<file path="config.mk">
export PLATFORM = sky130hd
export DESIGN_NAME = number_to_word_tokens
export DESIGN_NICKNAME = d
export VERILOG_FILES = /design/src/n2w_pkg.sv /design/src/n2w_dabble.sv /design/src/number_to_word_tokens.sv
export SDC_FILE = /design/constraint.sdc
export NUM_CORES = 1
export LEC_CHECK = 0
export BUFFER_PORTS_ARGS = -buffer_cell sky130_fd_sc_hd__buf_4
export CORE_MARGIN = 2
export CORE_UTILIZATION = 57
export CTS_CLUSTER_SIZE = 25
export DETAILED_ROUTE_END_ITERATION = 7
export GPL_ROUTABILITY_DRIVEN = 0
export PLACE_DENSITY_LB_ADDON = 0.15
export SYNTH_ARGS = -nofsm -noshare
export SYNTH_HDL_FRONTEND = slang
export SYNTH_SLANG_ARGS = --single-unit
</file>
<file path="constraint.sdc">
create_clock -name clk -period 9.9 [get_ports clk]
set_input_delay 2.97 -clock clk [delete_from_list [all_inputs] [get_ports clk]]
set_output_delay 2.97 -clock clk [all_outputs]
set_load 0.05 [all_outputs]
</file>
<file path="src/n2w_pkg.sv">
`default_nettype none

package n2w_pkg;

    // Field widths
    localparam int VALUE_W  = 31;
    localparam int CODE_W   = 5;
    localparam int DIGITS   = 10;            // decimal digits for a 31-bit value
    localparam int BCD_W    = 4 * DIGITS;
    localparam int GRP_W    = 48;            // BCD padded to four 3-digit groups
    localparam int CNT_W    = 5;             // shift counter, counts 0..VALUE_W-1

    // Word codes
    localparam logic [CODE_W-1:0] TOK_ZERO     = 5'd0;
    localparam logic [CODE_W-1:0] TOK_TEN      = 5'd10;
    localparam logic [CODE_W-1:0] TOK_TENS0    = 5'd18;
    localparam logic [CODE_W-1:0] TOK_HUNDRED  = 5'd28;
    localparam logic [CODE_W-1:0] TOK_BILLION  = 5'd31;

    // Sequencer states
    typedef enum logic [2:0] {
        ST_IDLE,
        ST_CONV,
        ST_HUND,
        ST_HWORD,
        ST_TENS,
        ST_ONES,
        ST_SCALE,
        ST_FLUSH
    } st_t;

    // Double-dabble digit correction
    function automatic logic [3:0] add3(input logic [3:0] d);
        logic [3:0] r;
        r = (d >= 4'd5) ? d + 4'd3 : d;
        return r;
    endfunction

endpackage

`default_nettype wire

</file>
<file path="src/n2w_dabble.sv">
`default_nettype none

module n2w_dabble (
    input  wire logic                         clk,
    input  wire logic                         rst_n,
    input  wire logic                         load,
    input  wire logic [n2w_pkg::VALUE_W-1:0]  value,
    output logic                              done,
    output logic [n2w_pkg::BCD_W-1:0]         bcd
);
    import n2w_pkg::*;

    logic [VALUE_W-1:0] bin_reg, bin_next;
    logic [BCD_W-1:0]   bcd_reg, bcd_next;
    logic [BCD_W-1:0]   bcd_adj;
    logic [CNT_W-1:0]   cnt_reg, cnt_next;
    logic               run_reg, run_next;
    logic               done_reg, done_next;

    // Per-digit add-3 correction, then shift one binary bit in
    always_comb
    begin
        for (int i = 0; i < DIGITS; i++)
        begin
            bcd_adj[4*i +: 4] = add3(bcd_reg[4*i +: 4]);
        end
        bin_next  = bin_reg;
        bcd_next  = bcd_reg;
        cnt_next  = cnt_reg;
        run_next  = run_reg;
        done_next = 1'b0;
        if (load)
        begin
            bin_next = value;
            bcd_next = '0;
            cnt_next = '0;
            run_next = 1'b1;
        end
        else if (run_reg)
        begin
            bin_next = {bin_reg[VALUE_W-2:0], 1'b0};
            bcd_next = {bcd_adj[BCD_W-2:0], bin_reg[VALUE_W-1]};
            cnt_next = cnt_reg + 1'b1;
            if (cnt_reg == CNT_W'(VALUE_W - 1))
            begin
                run_next  = 1'b0;
                done_next = 1'b1;
            end
        end
    end

    // Control state
    always_ff @(posedge clk or negedge rst_n)
    begin
        if (!rst_n)
        begin
            run_reg  <= 1'b0;
            done_reg <= 1'b0;
            cnt_reg  <= '0;
        end
        else
        begin
            run_reg  <= run_next;
            done_reg <= done_next;
            cnt_reg  <= cnt_next;
        end
    end

    // Datapath shift registers
    always_ff @(posedge clk)
    begin
        bin_reg <= bin_next;
        bcd_reg <= bcd_next;
    end

    assign done = done_reg;
    assign bcd  = bcd_reg;

endmodule

`default_nettype wire

</file>
<file path="src/number_to_word_tokens.sv">
`default_nettype none

// Spells a 31-bit unsigned value as a run of English word codes.
// Input: value is taken at a rising edge with start high and busy low.
// busy stays high until the last word of the run has been issued.
// Output: one word per cycle at most, flagged by word_valid for exactly one
// cycle with word_code and last_word; last_word marks the end of the run.
// The receiver cannot stall; words are issued as they are produced.
// Operation: the value is converted to BCD one bit per cycle, then the four
// 3-digit groups are walked by a sequencer at four steps per group, five
// where the group has a hundreds digit (at most 19 steps, as the billions
// group never has one), then the held final word is flushed. Busy drops
// with the last word, so a new number is taken only once every word of the
// last one has been issued. A one-word hold register keeps each word until
// the next one is produced or the run is flushed, so the last one can be
// flagged.
// Reset clears the sequencer, the converter control and word_valid; no
// clearing pass is needed.
module number_to_word_tokens (
    input  wire logic                         clk,
    input  wire logic                         rst_n,
    input  wire logic                         start,
    output logic                              busy,
    input  wire logic [n2w_pkg::VALUE_W-1:0]  value,
    output logic                              word_valid,
    output logic [n2w_pkg::CODE_W-1:0]        word_code,
    output logic                              last_word
);
    import n2w_pkg::*;

    st_t                 st_reg, st_next;
    logic [GRP_W-1:0]    grp_reg, grp_next;
    logic [1:0]          gidx_reg, gidx_next;
    logic                pend_valid_reg;
    logic [CODE_W-1:0]   pend_code_reg;
    logic                word_valid_reg;
    logic [CODE_W-1:0]   word_code_reg;
    logic                last_word_reg;

    logic                conv_load;
    logic                conv_done;
    logic [BCD_W-1:0]    conv_bcd;
    logic                tok_en;
    logic [CODE_W-1:0]   tok_code;
    logic                out_en;
    logic                out_last;
    logic [3:0]          dig_h, dig_t, dig_o;

    n2w_dabble u_dabble (
        .clk   (clk),
        .rst_n (rst_n),
        .load  (conv_load),
        .value (value),
        .done  (conv_done),
        .bcd   (conv_bcd)
    );

    // Digits of the current group sit at the top of the group shifter
    assign dig_h = grp_reg[GRP_W-1 -: 4];
    assign dig_t = grp_reg[GRP_W-5 -: 4];
    assign dig_o = grp_reg[GRP_W-9 -: 4];

    // State register
    always_ff @(posedge clk or negedge rst_n)
    begin
        if (!rst_n)
        begin
            st_reg <= ST_IDLE;
        end
        else
        begin
            st_reg <= st_next;
        end
    end

    // Sequencer: next state and word generation
    always_comb
    begin
        st_next   = st_reg;
        grp_next  = grp_reg;
        gidx_next = gidx_reg;
        conv_load = 1'b0;
        tok_en    = 1'b0;
        tok_code  = TOK_ZERO;
        out_en    = 1'b0;
        out_last  = 1'b0;
        case (st_reg)
            ST_IDLE:
            begin
                if (start)
                begin
                    conv_load = 1'b1;
                    st_next   = ST_CONV;
                end
            end
            ST_CONV:
            begin
                if (conv_done)
                begin
                    grp_next  = {(GRP_W - BCD_W)'(0), conv_bcd};
                    gidx_next = '0;
                    st_next   = ST_HUND;
                end
            end
            ST_HUND:
            begin
                if (gidx_reg == 2'd0 && grp_reg == '0)
                begin
                    // whole value is zero
                    tok_en   = 1'b1;
                    tok_code = TOK_ZERO;
                    st_next  = ST_FLUSH;
                end
                else if (dig_h != 4'd0)
                begin
                    tok_en   = 1'b1;
                    tok_code = {1'b0, dig_h};
                    st_next  = ST_HWORD;
                end
                else
                begin
                    st_next = ST_TENS;
                end
            end
            ST_HWORD:
            begin
                tok_en   = 1'b1;
                tok_code = TOK_HUNDRED;
                st_next  = ST_TENS;
            end
            ST_TENS:
            begin
                if (dig_t >= 4'd2)
                begin
                    tok_en   = 1'b1;
                    tok_code = TOK_TENS0 + {1'b0, dig_t};
                end
                else if (dig_t != 4'd0)
                begin
                    // ten to nineteen
                    tok_en   = 1'b1;
                    tok_code = TOK_TEN + {1'b0, dig_o};
                end
                else if (dig_o != 4'd0)
                begin
                    tok_en   = 1'b1;
                    tok_code = {1'b0, dig_o};
                end
                st_next = ST_ONES;
            end
            ST_ONES:
            begin
                if (dig_t >= 4'd2 && dig_o != 4'd0)
                begin
                    tok_en   = 1'b1;
                    tok_code = {1'b0, dig_o};
                end
                st_next = ST_SCALE;
            end
            ST_SCALE:
            begin
                if (grp_reg[GRP_W-1 -: 12] != '0 && gidx_reg != 2'd3)
                begin
                    tok_en   = 1'b1;
                    tok_code = TOK_BILLION - {3'b0, gidx_reg};
                end
                if (gidx_reg == 2'd3)
                begin
                    st_next = ST_FLUSH;
                end
                else
                begin
                    gidx_next = gidx_reg + 2'd1;
                    grp_next  = {grp_reg[GRP_W-13:0], 12'b0};
                    st_next   = ST_HUND;
                end
            end
            ST_FLUSH:
            begin
                out_en   = 1'b1;
                out_last = 1'b1;
                st_next  = ST_IDLE;
            end
            default:
            begin
                st_next = ST_IDLE;
            end
        endcase
        // a new word pushes out the held one
        if (tok_en && pend_valid_reg)
        begin
            out_en = 1'b1;
        end
    end

    // Hold register and output word, control part
    always_ff @(posedge clk or negedge rst_n)
    begin
        if (!rst_n)
        begin
            pend_valid_reg <= 1'b0;
            word_valid_reg <= 1'b0;
            gidx_reg       <= '0;
        end
        else
        begin
            gidx_reg       <= gidx_next;
            word_valid_reg <= out_en;
            if (tok_en)
            begin
                pend_valid_reg <= 1'b1;
            end
            else if (st_reg == ST_FLUSH)
            begin
                pend_valid_reg <= 1'b0;
            end
        end
    end

    // Payload registers
    always_ff @(posedge clk)
    begin
        grp_reg <= grp_next;
        if (tok_en)
        begin
            pend_code_reg <= tok_code;
        end
        if (out_en)
        begin
            word_code_reg <= pend_code_reg;
            last_word_reg <= out_last;
        end
    end

    assign busy       = (st_reg != ST_IDLE);
    assign word_valid = word_valid_reg;
    assign word_code  = word_code_reg;
    assign last_word  = last_word_reg;

endmodule

`default_nettype wire

</file>
==> flow_summary.json <==
{
  "status": "completed",
  "synth_top_area_cell": "edfxtp_1",
  "fin_skew_ps": 6.33,
  "clock_sinks": 144,
  "seq_power_share_pct": 42.0,
  "place_inst": 787,
  "wire_per_inst_um": 15.4,
  "ys_ff_latch": 144,
  "clkPwrFrac_pct": 20.1,
  "finish.utilization_pct": 65.6,
  "power.density_nw_per_um2": 357,
  "min-delay-start": "pend_code_reg[2]",
  "hold_path_class": "register to register",
  "cts_setup_buffers": 0,
  "start_util_pct": 57.7,
  "synth_cell_types": 49,
  "largest_register_ff_count": 48,
  "yosys_warnings": 0,
  "drtIter0Drc": 254,
  "critPathSlowestCell": "dfrtp_1",
  "r2r_slack_ps": 7160,
  "via_per_inst": 5.55,
  "final_hold_viol_count": 0,
  "syn_inst": 623,
  "setup_slack_ps": 5210,
  "avgSynthCellArea_um2": 11.0,
  "async_reset_ff_share_pct": 9.72,
  "period_share_pct": 47.4,
  "holdBufCountCts": 0,
  "area_growth_pct": 13.7,
  "cts_resized": 0,
  "n_antenna_cell": 0,
  "path_delay_family": "flip-flops",
  "cts_max_path_buffers": 2,
  "die_y_um": 114,
  "yosys-mux-area-fraction_pct": 9.01,
  "netlist_area_um2": 6870,
  "fp-row-count": 40,
  "pwr-share-comb_pct": 37.9,
  "antenna_found_initial": 0,
  "grt_pass1_wl_mm": 21.4,
  "clk_pin_slew_ps": 60,
  "synth_most_common_cell": "edfxtp_1",
  "drive_gt1_share_pct": 17.1,
  "power.net_switching_mw": 1.01,
  "vias": 4547,
  "netSwitchingFraction_pct": 36.2,
  "ioPinCount": 42,
  "cts_root_buf": "clkbuf_16",
  "cts_buffers": 17,
  "holdWs_ps": 422,
  "die_area_um2": 13000,
  "slew_viol_final": 0,
  "synth_edf_count": 90,
  "port_buffers": 41,
  "firstDrtPassIters": 5,
  "n_fill_cell": 938,
  "setup_viol_count_final": 0,
  "cap_violations": 0,
  "place_ws_ps": 5110,
  "crit_chain": "or3_1 > buf_4",
  "fin_nets": 719,
  "synth-xor-area-share_pct": 2.42,
  "r2r_start": "st_reg[0]",
  "synth_compound_area_share_pct": 9.08,
  "clkLatencyLatePin_ps": 420,
  "htreeDepth": 4,
  "finalCriticalPeriod_ps": 4690,
  "grt_max_degree": 58,
  "die_w_um": 114,
  "yosys.area_share.simple_pct": 15.3,
  "fmax_ghz": 0.213,
  "internal-power_mw": 1.78,
  "wl_mm": 12.6,
  "ys_dominant_reg_cell": "edfxtp_1",
  "antenna_left": 0,
  "synthAdderAreaFrac_pct": 4.73,
  "dp_hpwl_mm": 8.52,
  "critPathMaxStageDelay_ps": 540,
  "layoutNonFillerInstCount": 819,
  "grt_pass1_vias": 4529,
  "crit_fanout": 18,
  "path_class": "register to output port",
  "start_kind": "register",
  "cts_tree": "yes",
  "critPathArrivalTime_ps": 1720,
  "p_leak_nw": 3.22,
  "synth_top_family_by_area": "simple AND/OR/NAND/NOR gates",
  "end_kind": "output port",
  "synth.area.top_cells": "edfxtp_1 (39%), dfxtp_1 (12%), dfrtp_1 (5.1%)",
  "fp.coreArea_um2": 11900,
  "crit_start": "st_reg[0]",
  "worstPathRequired_ps": 6930,
  "netlist.area_leader.share_pct": 39.3,
  "remaining_drc_errors": 0,
  "grt_usage_pct": 21.3,
  "path_buf_inv": 1,
  "synth_common_cells": "edfxtp_1 (90), nand2_1 (82), nor2_1 (42), dfxtp_1 (40), a21oi_1 (36)",
  "peakVddDrop_v": 0.000199,
  "synth_nets": 683,
  "setup-tns-final_ps": 0,
  "rsz0062_at_grt": "false",
  "worstMarginPinSlew_ps": 935,
  "relSlewSlack_pct": 37.5,
  "grt_overflow_total": 0,
  "ys_seq_area_share_pct": 56.1
}
==> final timing paths <==
kind | depth (start not counted) | to
setup / recovery | 2 | busy
hold / removal | 0 | word_code[2]
setup reg to reg | 5 | u_dabble.bin_reg[20]
hold reg to reg | 0 | word_code[2]
max in group asynchronous | 1 | u_dabble.run_reg
min in group asynchronous | 1 | u_dabble.cnt_reg[3]
==> power by group through the flow <==
| stage | logic, mW | clock network (mW) | registers, mW |
|---|---|---|---|
| global route | 1.20 | 0.599 | 1.21 |
| floorplan | 0.819 | 0 | 1.16 |
| finish | 1.06 | 0.561 | 1.17 |
| detailed placement | 1.06 | 0 | 1.18 |
| CTS | 1.07 | 0.574 | 1.17 |
| global placement | 1.01 | 0 | 1.16 |
==> per-layer routing <==
metal | wire length, um | track usage (%) | vias to the layer above | part of all wire (%)
li1 | - | - | 2283 | -
met1 | 5450 | 26.5 | 2151 | 43
met2 | 6480 | 36.4 | 95 | 51
met3 | 504 | 5.79 | 18 | 4.0
met4 | 200 | 6.99 | 0 | 1.6
met5 | 0 | 0 | - | 0
==> layout by cell type (no fill, tap or decap), types with 16 or more instances in the layout <==
| cell type | synthesis | final |
|---|---|---|
| mux2i_1 | 27 | 27 |
| dfxtp_1 | 40 | 40 |
| nor2_1 | 42 | 42 |
| a21oi_1 | 36 | 36 |
| o21ai_0 | 35 | 34 |
| nand2_1 | 82 | 82 |
| buf_4 | 0 | 47 |
| edfxtp_1 | 90 | 90 |
| clkbuf_16 | 0 | 17 |
| ha_1 | 26 | 26 |
| inv_1 | 28 | 28 |
| and2_1 | 16 | 16 |
| mux2_2 | 30 | 30 |
| nand3_1 | 16 | 16 |
==> cell type report <==
cell class	count	area, um2	share of cell area [%]
clock buffers	22	444	5.69
clock inverters	10	72.6	0.929
inverters	28	105	1.35
multi-input cells	421	2800	35.8
flip-flops and latches	144	3850	49.3
well taps	147	184	2.35
repair buffers	47	353	4.52
==> per-stage QoR <==
step	area [um2]	total power, mW
4_1_cts	7810	2.81
2_1_floorplan	6870	1.98
6_report	7810	2.79
3_5_place_dp	7300	2.24
3_3_place_gp	7300	2.18
5_1_grt	7810	3.01
==> cells by family (layout without fill, tap and decap cells) <==
family                   count (synthesis)  count (layout)
multiplexers                            58              58
flip-flops                             144             144
buffers and inverters                   58             107
AND/OR/NAND/NOR                        216             216
AO/OA/AOI/OAI                          102             102
XOR/XNOR                                19              19
adder cells (fa/ha/maj)                 26              26
==> worst reg2reg max path: stages (launching register included) <==
cell     delay [ps]
dfrtp_1         540
or3_1           540
nor2_4          110
buf_4           370
buf_4           520
mux2_2          410
(Power assumes the default switching activity.)
